## src/rtl/rgb555_pixel_blender_top_defines.svh

```systemverilog
// Assertion macros for the rgb555 pixel blender.
`ifndef RGB555_PIXEL_BLENDER_TOP_DEFINES_SVH
`define RGB555_PIXEL_BLENDER_TOP_DEFINES_SVH

// Same-cycle check, clocked on clk_i, off during reset.
`define RPB_ASSERT(lbl, prop, msg) \
  lbl: assert property (@(posedge clk_i) disable iff (!rst_ni) (prop)) else $error(msg);

// Next-cycle check: antecedent implies consequent in the next cycle.
`define RPB_ASSERT_NEXT(lbl, ante, cons, msg) \
  lbl: assert property (@(posedge clk_i) disable iff (!rst_ni) (ante) |=> (cons)) \
    else $error(msg);

`endif

```

## src/rtl/rpb_pkg.sv

```systemverilog
// Types and constants shared by the rgb555 pixel blender modules.
package rpb_pkg;

  localparam int unsigned ChanW    = 5;
  localparam int unsigned PixW     = 16;
  localparam int unsigned ShadeW   = 24;
  localparam int unsigned InDataW  = 64;
  localparam int unsigned OutDataW = 24;

  localparam logic [PixW-1:0] SemiFlag = 16'h8000;

  typedef enum logic [1:0] {
    ALPHA_AVG = 2'd0,
    ALPHA_ADD = 2'd1,
    ALPHA_SUB = 2'd2,
    ALPHA_QTR = 2'd3
  } alpha_mode_e;

  // Input item without the byte padding, lowest field last.
  typedef struct packed {
    alpha_mode_e        alpha_mode;
    logic               semi_trans;
    logic               modulate;
    logic               textured;
    logic [PixW-1:0]    dest_pixel;
    logic [ShadeW-1:0]  shade_color;
    logic [PixW-1:0]    texel;
  } rpb_item_t;

  localparam int unsigned ItemW = $bits(rpb_item_t);

  typedef struct packed {
    logic [OutDataW-PixW-2:0] pad;
    logic                     write_enable;
    logic [PixW-1:0]          pixel_out;
  } rpb_res_t;

endpackage

```

## src/rtl/rpb_src.sv

```systemverilog
// Source color selection: raw texel, shade-modulated texel, flat shade, or zero when neither textured nor modulated.
module rpb_src (
  input  logic [rpb_pkg::PixW-1:0]   texel_i,
  input  logic [rpb_pkg::ShadeW-1:0] shade_color_i,
  input  logic                       textured_i,
  input  logic                       modulate_i,
  output logic [rpb_pkg::PixW-1:0]   src_o
);
  import rpb_pkg::*;

  // (c << 3) * shade / 128, saturated at 255, top 5 bits kept.
  function automatic logic [ChanW-1:0] chan_mod(input logic [ChanW-1:0] c,
                                                input logic [7:0] s);
    logic [15:0] prod;
    prod = {8'd0, c, 3'd0} * {8'd0, s};
    chan_mod = prod[15] ? {ChanW{1'b1}} : prod[14:10];
  endfunction

  logic [PixW-1:0] mod_texel;
  logic [PixW-1:0] flat_shade;

  assign mod_texel = SemiFlag
                   | {1'b0, chan_mod(texel_i[14:10], shade_color_i[23:16]), 10'd0}
                   | {6'd0, chan_mod(texel_i[9:5], shade_color_i[15:8]), 5'd0}
                   | {11'd0, chan_mod(texel_i[4:0], shade_color_i[7:0])};

  assign flat_shade = {1'b1, shade_color_i[23:19], shade_color_i[15:11],
                       shade_color_i[7:3]};

  always_comb begin
    priority if (textured_i) begin
      src_o = (modulate_i && (texel_i != '0)) ? mod_texel : texel_i;
    end else if (modulate_i) begin
      src_o = flat_shade;
    end else begin
      src_o = '0;
    end
  end

endmodule

```

## src/rtl/rpb_blend.sv

```systemverilog
// Semi-transparency blend of the source color over the destination pixel.
module rpb_blend (
  input  logic [rpb_pkg::PixW-1:0] src_i,
  input  logic [rpb_pkg::PixW-1:0] dest_pixel_i,
  input  logic                     semi_trans_i,
  input  rpb_pkg::alpha_mode_e     alpha_mode_i,
  output logic [rpb_pkg::PixW-1:0] pixel_o
);
  import rpb_pkg::*;

  function automatic logic [ChanW-1:0] chan_blend(input logic [ChanW-1:0] s,
                                                  input logic [ChanW-1:0] d,
                                                  input alpha_mode_e m);
    logic [ChanW:0] sum;
    logic [ChanW:0] dif;
    logic [ChanW:0] qtr;
    sum = {1'b0, d} + {1'b0, s};
    dif = {1'b0, d} - {1'b0, s};
    qtr = {1'b0, d} + {3'd0, s[4:2]};
    unique case (m)
      ALPHA_AVG: chan_blend = {1'b0, d[4:1]} + {1'b0, s[4:1]};
      ALPHA_ADD: chan_blend = sum[ChanW] ? {ChanW{1'b1}} : sum[ChanW-1:0];
      ALPHA_SUB: chan_blend = dif[ChanW] ? '0 : dif[ChanW-1:0];
      ALPHA_QTR: chan_blend = qtr[ChanW] ? {ChanW{1'b1}} : qtr[ChanW-1:0];
      default:   chan_blend = '0;
    endcase
  endfunction

  logic [PixW-1:0] mixed;

  assign mixed = {1'b1,
                  chan_blend(src_i[14:10], dest_pixel_i[14:10], alpha_mode_i),
                  chan_blend(src_i[9:5], dest_pixel_i[9:5], alpha_mode_i),
                  chan_blend(src_i[4:0], dest_pixel_i[4:0], alpha_mode_i)};

  always_comb begin
    priority if (!semi_trans_i) begin
      pixel_o = src_i;
    end else if (src_i == '0) begin
      pixel_o = dest_pixel_i;
    end else if (!src_i[15]) begin
      pixel_o = src_i;
    end else begin
      pixel_o = mixed;
    end
  end

endmodule

```

## src/rtl/rgb555_pixel_blender_top.sv

```systemverilog
// Top level of the rgb555 pixel blender: input register, color logic, result register.
// Takes one item per clock while the output is not held back, and gives one result per item.
// An accepted item is held in the input register. The source-select and blend logic runs
// between that register and the result register, so a result is registered once more before
// it is presented. Both registers advance together while the output is taken or empty.
// While a finished result waits, the input stays ready only as long as the input register
// is empty.
module rgb555_pixel_blender_top (
  input  logic                          clk_i,
  input  logic                          rst_ni,
  input  logic                          s_axis_tvalid_i,
  output logic                          s_axis_tready_o,
  // texel[15:0], shade_color[39:16], dest_pixel[55:40], textured[56],
  // modulate[57], semi_trans[58], alpha_mode[60:59], zero[63:61]
  input  logic [rpb_pkg::InDataW-1:0]   s_axis_tdata_i,
  output logic                          m_axis_tvalid_o,
  input  logic                          m_axis_tready_i,
  // pixel_out[15:0], write_enable[16], zero[23:17]
  output logic [rpb_pkg::OutDataW-1:0]  m_axis_tdata_o
);
  import rpb_pkg::*;

  `include "rgb555_pixel_blender_top_defines.svh"

  logic      in_valid_q;
  rpb_item_t in_item_q;
  rpb_item_t in_item_d;
  logic      out_valid_q;
  rpb_res_t  out_res_q;
  rpb_res_t  out_res_d;
  logic      out_adv;
  logic      in_adv;
  logic      in_acc;
  logic [PixW-1:0] src;
  logic [PixW-1:0] pixel;

  assign out_adv = !out_valid_q || m_axis_tready_i;
  assign in_adv  = !in_valid_q || out_adv;
  assign in_acc  = s_axis_tvalid_i && s_axis_tready_o;

  assign s_axis_tready_o = in_adv;
  assign in_item_d       = rpb_item_t'(s_axis_tdata_i[ItemW-1:0]);

  always_ff @(posedge clk_i or negedge rst_ni) begin
    if (!rst_ni) begin
      in_valid_q  <= 1'b0;
      out_valid_q <= 1'b0;
    end else begin
      if (in_adv) begin
        in_valid_q <= s_axis_tvalid_i;
      end
      if (out_adv) begin
        out_valid_q <= in_valid_q;
      end
    end
  end

  always_ff @(posedge clk_i) begin
    if (in_acc) begin
      in_item_q <= in_item_d;
    end
    if (out_adv && in_valid_q) begin
      out_res_q <= out_res_d;
    end
  end

  rpb_src u_src (
    .texel_i       (in_item_q.texel),
    .shade_color_i (in_item_q.shade_color),
    .textured_i    (in_item_q.textured),
    .modulate_i    (in_item_q.modulate),
    .src_o         (src)
  );

  rpb_blend u_blend (
    .src_i         (src),
    .dest_pixel_i  (in_item_q.dest_pixel),
    .semi_trans_i  (in_item_q.semi_trans),
    .alpha_mode_i  (in_item_q.alpha_mode),
    .pixel_o       (pixel)
  );

  always_comb begin
    out_res_d              = '0;
    out_res_d.pixel_out    = pixel;
    out_res_d.write_enable = (pixel != '0);
  end

  assign m_axis_tvalid_o = out_valid_q;
  assign m_axis_tdata_o  = out_res_q;

  `RPB_ASSERT(a_we_matches_pixel,
              !out_valid_q || (out_res_q.write_enable == (out_res_q.pixel_out != '0)),
              "write enable disagrees with pixel")
  `RPB_ASSERT(a_no_accept_when_full, !(in_valid_q && out_valid_q && !m_axis_tready_i)
              || !s_axis_tready_o, "input accepted while both stages are blocked")
  `RPB_ASSERT_NEXT(a_accept_fills_stage, in_acc, in_valid_q,
                   "accepted item missing from input register")
  `RPB_ASSERT_NEXT(a_stall_keeps_item, in_valid_q && !out_adv, in_valid_q,
                   "stalled item dropped from input register")

endmodule

```

## config.mk

```make
export PLATFORM = sky130hd
export DESIGN_NAME = rgb555_pixel_blender_top
export DESIGN_NICKNAME = d
export VERILOG_FILES = /design/src/rtl/rpb_pkg.sv /design/src/rtl/rpb_src.sv /design/src/rtl/rpb_blend.sv /design/src/rtl/rgb555_pixel_blender_top.sv
export VERILOG_INCLUDE_DIRS = /design/src /design/src/rtl
export SDC_FILE = /design/constraint.sdc
export NUM_CORES = 1
export LEC_CHECK = 0
export BUFFER_PORTS_ARGS = -buffer_cell sky130_fd_sc_hd__buf_2
export CAP_MARGIN = 20
export CORE_MARGIN = 2
export CORE_UTILIZATION = 40
export CTS_CLUSTER_DIAMETER = 50
export DETAILED_ROUTE_END_ITERATION = 6
export PLACE_DENSITY = 0.55
export RECOVER_POWER = 50
export SYNTH_ARGS = -nofsm -noshare
export SYNTH_HDL_FRONTEND = slang
export SYNTH_SLANG_ARGS = --single-unit
```

## constraint.sdc

```tcl
create_clock -name clk_i -period 16.55 [get_ports clk_i]
set_input_delay 0.8275 -clock clk_i [delete_from_list [all_inputs] [get_ports clk_i]]
set_output_delay 0.8275 -clock clk_i [all_outputs]
set_load 0.01 [all_outputs]
```

== Word-level counts from Yosys, hierarchy flattened ==
Index checks and enable logic that the tools add are counted.
Word-level totals
  memory bits (writable): 0
  flip-flop bits (word level): 80
  ROM bits: 0
  input bits: 68
  memories kept: 0
  logic and storage cells: 63
  latch bits: 0
  output and inout bits: 26
Cells by class
  $lt $le $gt $ge: 0
  bitwise gates (word level): 2
  multiplexer cells: 21
  divide/modulo/power cells: 0
  shift operators: 0
  multipliers: 3
  add/subtract/negate cells: 12
  equal/unequal tests: 3
  reductions and logical operators: 11
Operator list (number)
  two-way mux 16 bit: 6
  two-way mux 5 bit: 12
  one-hot mux 5 bit (4 select lines): 3
  multiplier 5 x 8 -> 13 bit: 3
  nonzero test 16 bit: 2
  adder 5 x 3 -> 6 bit: 3
  adder 5 x 5 -> 6 bit: 3
  subtractor 5 x 5 -> 6 bit: 3
  zero test 16 bit: 1
  OR 16 x 10 -> 16 bit: 1
  OR 16 x 5 -> 16 bit: 1
  adder 4 x 4 -> 5 bit: 3
  == test 2 bit, second input constant: 2
  logical AND 1 bit: 3
  == test 2 x 1 -> 1 bit, second input constant: 1
  zero test 1 bit: 2
  zero test 2 bit: 1
  logical OR 1 bit: 2

== Logic depth before layout (Yosys ltp) ==
  depth after elaboration: 13
  gate-level depth with buffers: 29
  mapped depth without buffers: 28

== Cells and area by module ==
A second synthesis with hierarchy kept.
Second synthesis, totals
  cell total of the unflattened synthesis: 931
  area, all modules: 8808.4 um^2
By module, submodules not included
  rpb_src: area an instance 3719.8 um^2, cells an instance 478, seq. area each 0.0 um^2, times used 1
  rpb_blend: area an instance 2557.5 um^2, cells an instance 354, seq. area each 0.0 um^2, times used 1
  rgb555_pixel_blender_top: area an instance 2531.2 um^2, cells an instance 99, seq. area each 2392.3 um^2, times used 1

== Worst setup path before layout ==
No wires, ideal clock.
  path type: reg-to-reg
  start: register in_item_q[9] in the netlist's numbering
  end: register out_res_q (netlist bit m_axis_tdata_o[16]), data pin
  buffers on the path: 1
  path slack: 9.415 ns
  clock period less this slack: 7.135 ns
  arrival: 6.864 ns
  cell stages (with the launch flop): 26
  library setup time: 0.272 ns
  required time: 16.278 ns
  path through: edfxtp_1 -> clkbuf_1 -> and2_1 -> fa_1 -> fa_1 -> inv_1 -> fa_1 -> inv_1 -> ha_1 -> a211o_1 -> a21o_1 -> a2111oi_0 -> a211oi_1 -> nor3_1 -> a2bb2oi_1 -> inv_1 -> ha_1 -> o21bai_1 -> a21oi_1 -> nor2_1 -> o311ai_0 -> o211ai_1 -> a21oi_1 -> a221oi_1 -> or4_1 -> or4b_1
RTL lines
  start: declaration: line rgb555_pixel_blender_top.sv:26  | rpb_item_t in_item_q;
  start signal: assignment: line rgb555_pixel_blender_top.sv:60  | in_item_q <= in_item_d;
  end signal: assignment: line rgb555_pixel_blender_top.sv:63  | out_res_q <= out_res_d;
  end: declaration: line rgb555_pixel_blender_top.sv:29  | rpb_res_t out_res_q;

==> results.txt <==
GRT Overall Usage -> 20.6%
Power Dens Cells -> 96.6 nW/µm²
input/output buffers -> 83
unique cell type count in the Yosys netlist -> 71
most common cell in the netlist -> inv_1
Ys Warns -> 0
Worst-path clk slew -> 0.07 ns
synthesized area per cell -> 9.34 µm²
post-CTS sizing -> 0
FF-to-FF path depth -> 24
required time worst endpoint -> 16.65 ns
asr flop ratio synth -> 2.50%
antenna cells -> 0
Post-synth EDFFs -> 78
Clock power frac -> 22.5%
Wirelength per Cell -> 17.9 µm
Core Util, Final -> 44.5%
Crit Path Category -> register to register
Yosys top cell area share -> 25.7%
first-pass GRT wire length -> 38900 µm
Leak -> 4.46 nW
TritonCTS clock tree -> yes
die width -> 155 µm
vias -> 7299
GP Congestion -> 0.871
Routed Antenna Nets -> 0
NumNets Final -> 1266
sw frac -> 41.4%
Setup crit end kind -> register
clk sinks -> 80
RSZ-0062 raised after global routing -> false
setup_tns -> 0 ns
share of cells above drive strength 1 -> 9.32%
Slew Viols, Final -> 0
setup bufs post-CTS -> 0
DR iter-0 viols -> 502
DP Cell Count -> 1310
Top Ports -> 94
final hold vios -> 0
Skew-Pair Late Insertion Delay -> 0.37 ns
Die Ht -> 155 µm
core area -> 22500 µm²
largest net degree at the start of global routing -> 62
Syn Std Cell Area -> 9100 µm²
Relative slew margins -> 29.0%
initial antenna violation count -> 0
CTS Hold Buffers Added -> 0
dominant cell type by area after synthesis -> edfxtp_1
vias per cell -> 5.50
synthesis-stage register bit count -> 80
most frequent cells after synthesis -> inv_1, ha_1, nand2_1
Comb pwr share -> 49.9%
Area Overhead vs Synth -> 10.0%
Setup violations, final -> 0
switching pwr -> 0.401 mW
status -> complete, no violations
setup ws final -> 8.45 ns
worst r2r src -> in_item_q[8]
crit path from -> in_item_q[8]
Die ar. -> 24000 µm²
Filler Cell Count -> 2221
detailed placer's ending HPWL -> 18200 µm
H-tree levels -> 3
Crit path arrival time -> 8.20 ns
Worst Hold Class -> input port to async pin
CP startpoint kind -> register
Residual DRC -> 0
P_int -> 0.567 mW
vias in the first global route -> 7408
Tmin final -> 8.10 ns
Post-Synthesis Cells -> 975
Pre-antenna DRT Iters -> 5
share of the yosys chip area belonging to registers -> 26.3%
peak supply drop -> 0.0437 mV
Root Driver -> clkbuf_16
Initial Util -> 40.5%
Max Clk Rate -> 123 MHz
Final Skew -> 0.0108 ns
actual slew at the worst max-slew pin -> 1.06 ns
Finished Layout Cells -> 1326
final WL -> 23700 µm
max-cap violations -> 0
Num CTS Buffers -> 9
clock tree buffer depth -> 2
most area-consuming cells after synthesis -> edfxtp_1, fa_1, ha_1
total grt overflow -> 0
fin crit share -> 48.9%
dominant synthesized flop cell -> edfxtp_1
Core Rows -> 55
Place WS -> 8.45 ns
Worst Path Max Fanout -> 11
sequential power share -> 27.7%
total power -> 0.967 mW
[worst max-delay path: stages, from the launching register on]
cell       delay, ns
edfxtp_1        0.58
and2_1          0.24
fa_1            0.49
fa_1            0.55
inv_1           0.05
fa_1            0.53
inv_1           0.04
ha_1            0.34
a211o_1         0.36
a21o_1          0.18
a2111oi_0       0.37
a211oi_1        0.18
nor3_1          0.21
a2bb2oi_1       0.42
inv_1           0.19
ha_1            0.36
o21bai_1        0.09
a21oi_1         0.25
nor2_1          0.07
o311ai_0        0.78
o211ai_1        0.21
a21oi_1         0.16
a221oi_1        0.10
or4_1           0.55
or4b_1          0.52
[cells by family (layout without fill, tap and decap cells)]
logic type | Yosys count | in the layout | share of synthesized area [%]
AO/OA/AOI/OAI | 244 | 244 | 18.6
adder cells (fa/ha/maj) | 162 | 162 | 27.5
multiplexers | 4 | 4 | 0.467
other | 1 | 7 | 0.0412
flip-flops | 80 | 80 | 26.3
buffers and inverters | 150 | 210 | 6.60
AND/OR/NAND/NOR | 298 | 298 | 17.1
XOR/XNOR | 36 | 36 | 3.46
[per-layer routing]
metal | GRT usage (%) | wire length, µm
met5 | 0 | 0
met3 | 3.51 | 936
met4 | 4.94 | 365
met1 | 27.9 | 11200
met2 | 34.5 | 11100
[cell type report]
class | instances | area (µm²) | area share (%)
multi-input combinational | 751 | 6140 | 61.3
sequential | 80 | 2390 | 23.9
timing repair buffer | 89 | 434 | 4.33
inverter | 105 | 394 | 3.94
tap | 285 | 357 | 3.56
clock buffer | 9 | 225 | 2.25
clock inverter | 7 | 77.6 | 0.775
[placed cells by master (no fill, tap or decap), types with 12 or more instances in the layout]
cell and count:
clkbuf_1 21, inv_1 105, xor2_1 13, a21o_1 19, xnor2_1 23, nor2_1 48, and2_1 75, nand2_1 84
fa_1 63, a211oi_1 12, o21ai_0 47, nand3_1 13, buf_2 62, ha_1 99, edfxtp_1 78, a21oi_1 47
[through the flow]
stage / hold slack (ns) / cell area [µm²]
CTS: 0.217 / 10000
finish: 0.227 / 10000
global route: 0.227 / 10000
detailed placement: 0.491 / 9740
floorplan: 0.449 / 9130
global placement: 0.478 / 9740
[power by group through the flow]
stage / Clock [mW] / Sequential (mW) / Combinational (mW)
CTS: 0.224 / 0.268 / 0.485
floorplan: 0 / 0.262 / 0.373
detailed placement: 0 / 0.272 / 0.481
finish: 0.217 / 0.268 / 0.482
global placement: 0 / 0.272 / 0.479
global route: 0.230 / 0.271 / 0.551
[state kept, by name, indices dropped and copies added, names as in the netlist]
name             count
m_axis_tvalid_o      1
m_axis_tdata_o      17
in_valid_q           1
in_item_q           61
[worst paths after layout]
| kind | endpoint | slack [ns] |
|---|---|---|
| worst max-delay path | m_axis_tdata_o[16] | 8.45 |
| worst min-delay path | m_axis_tvalid_o | 0.23 |
| worst max register to register | m_axis_tdata_o[16] | 8.45 |
| worst min register to register | m_axis_tvalid_o | 0.50 |
| max in group asynchronous | in_valid_q | 16.20 |
| min in group clk_i | m_axis_tvalid_o | 0.50 |
(Power assumes the default switching activity.)
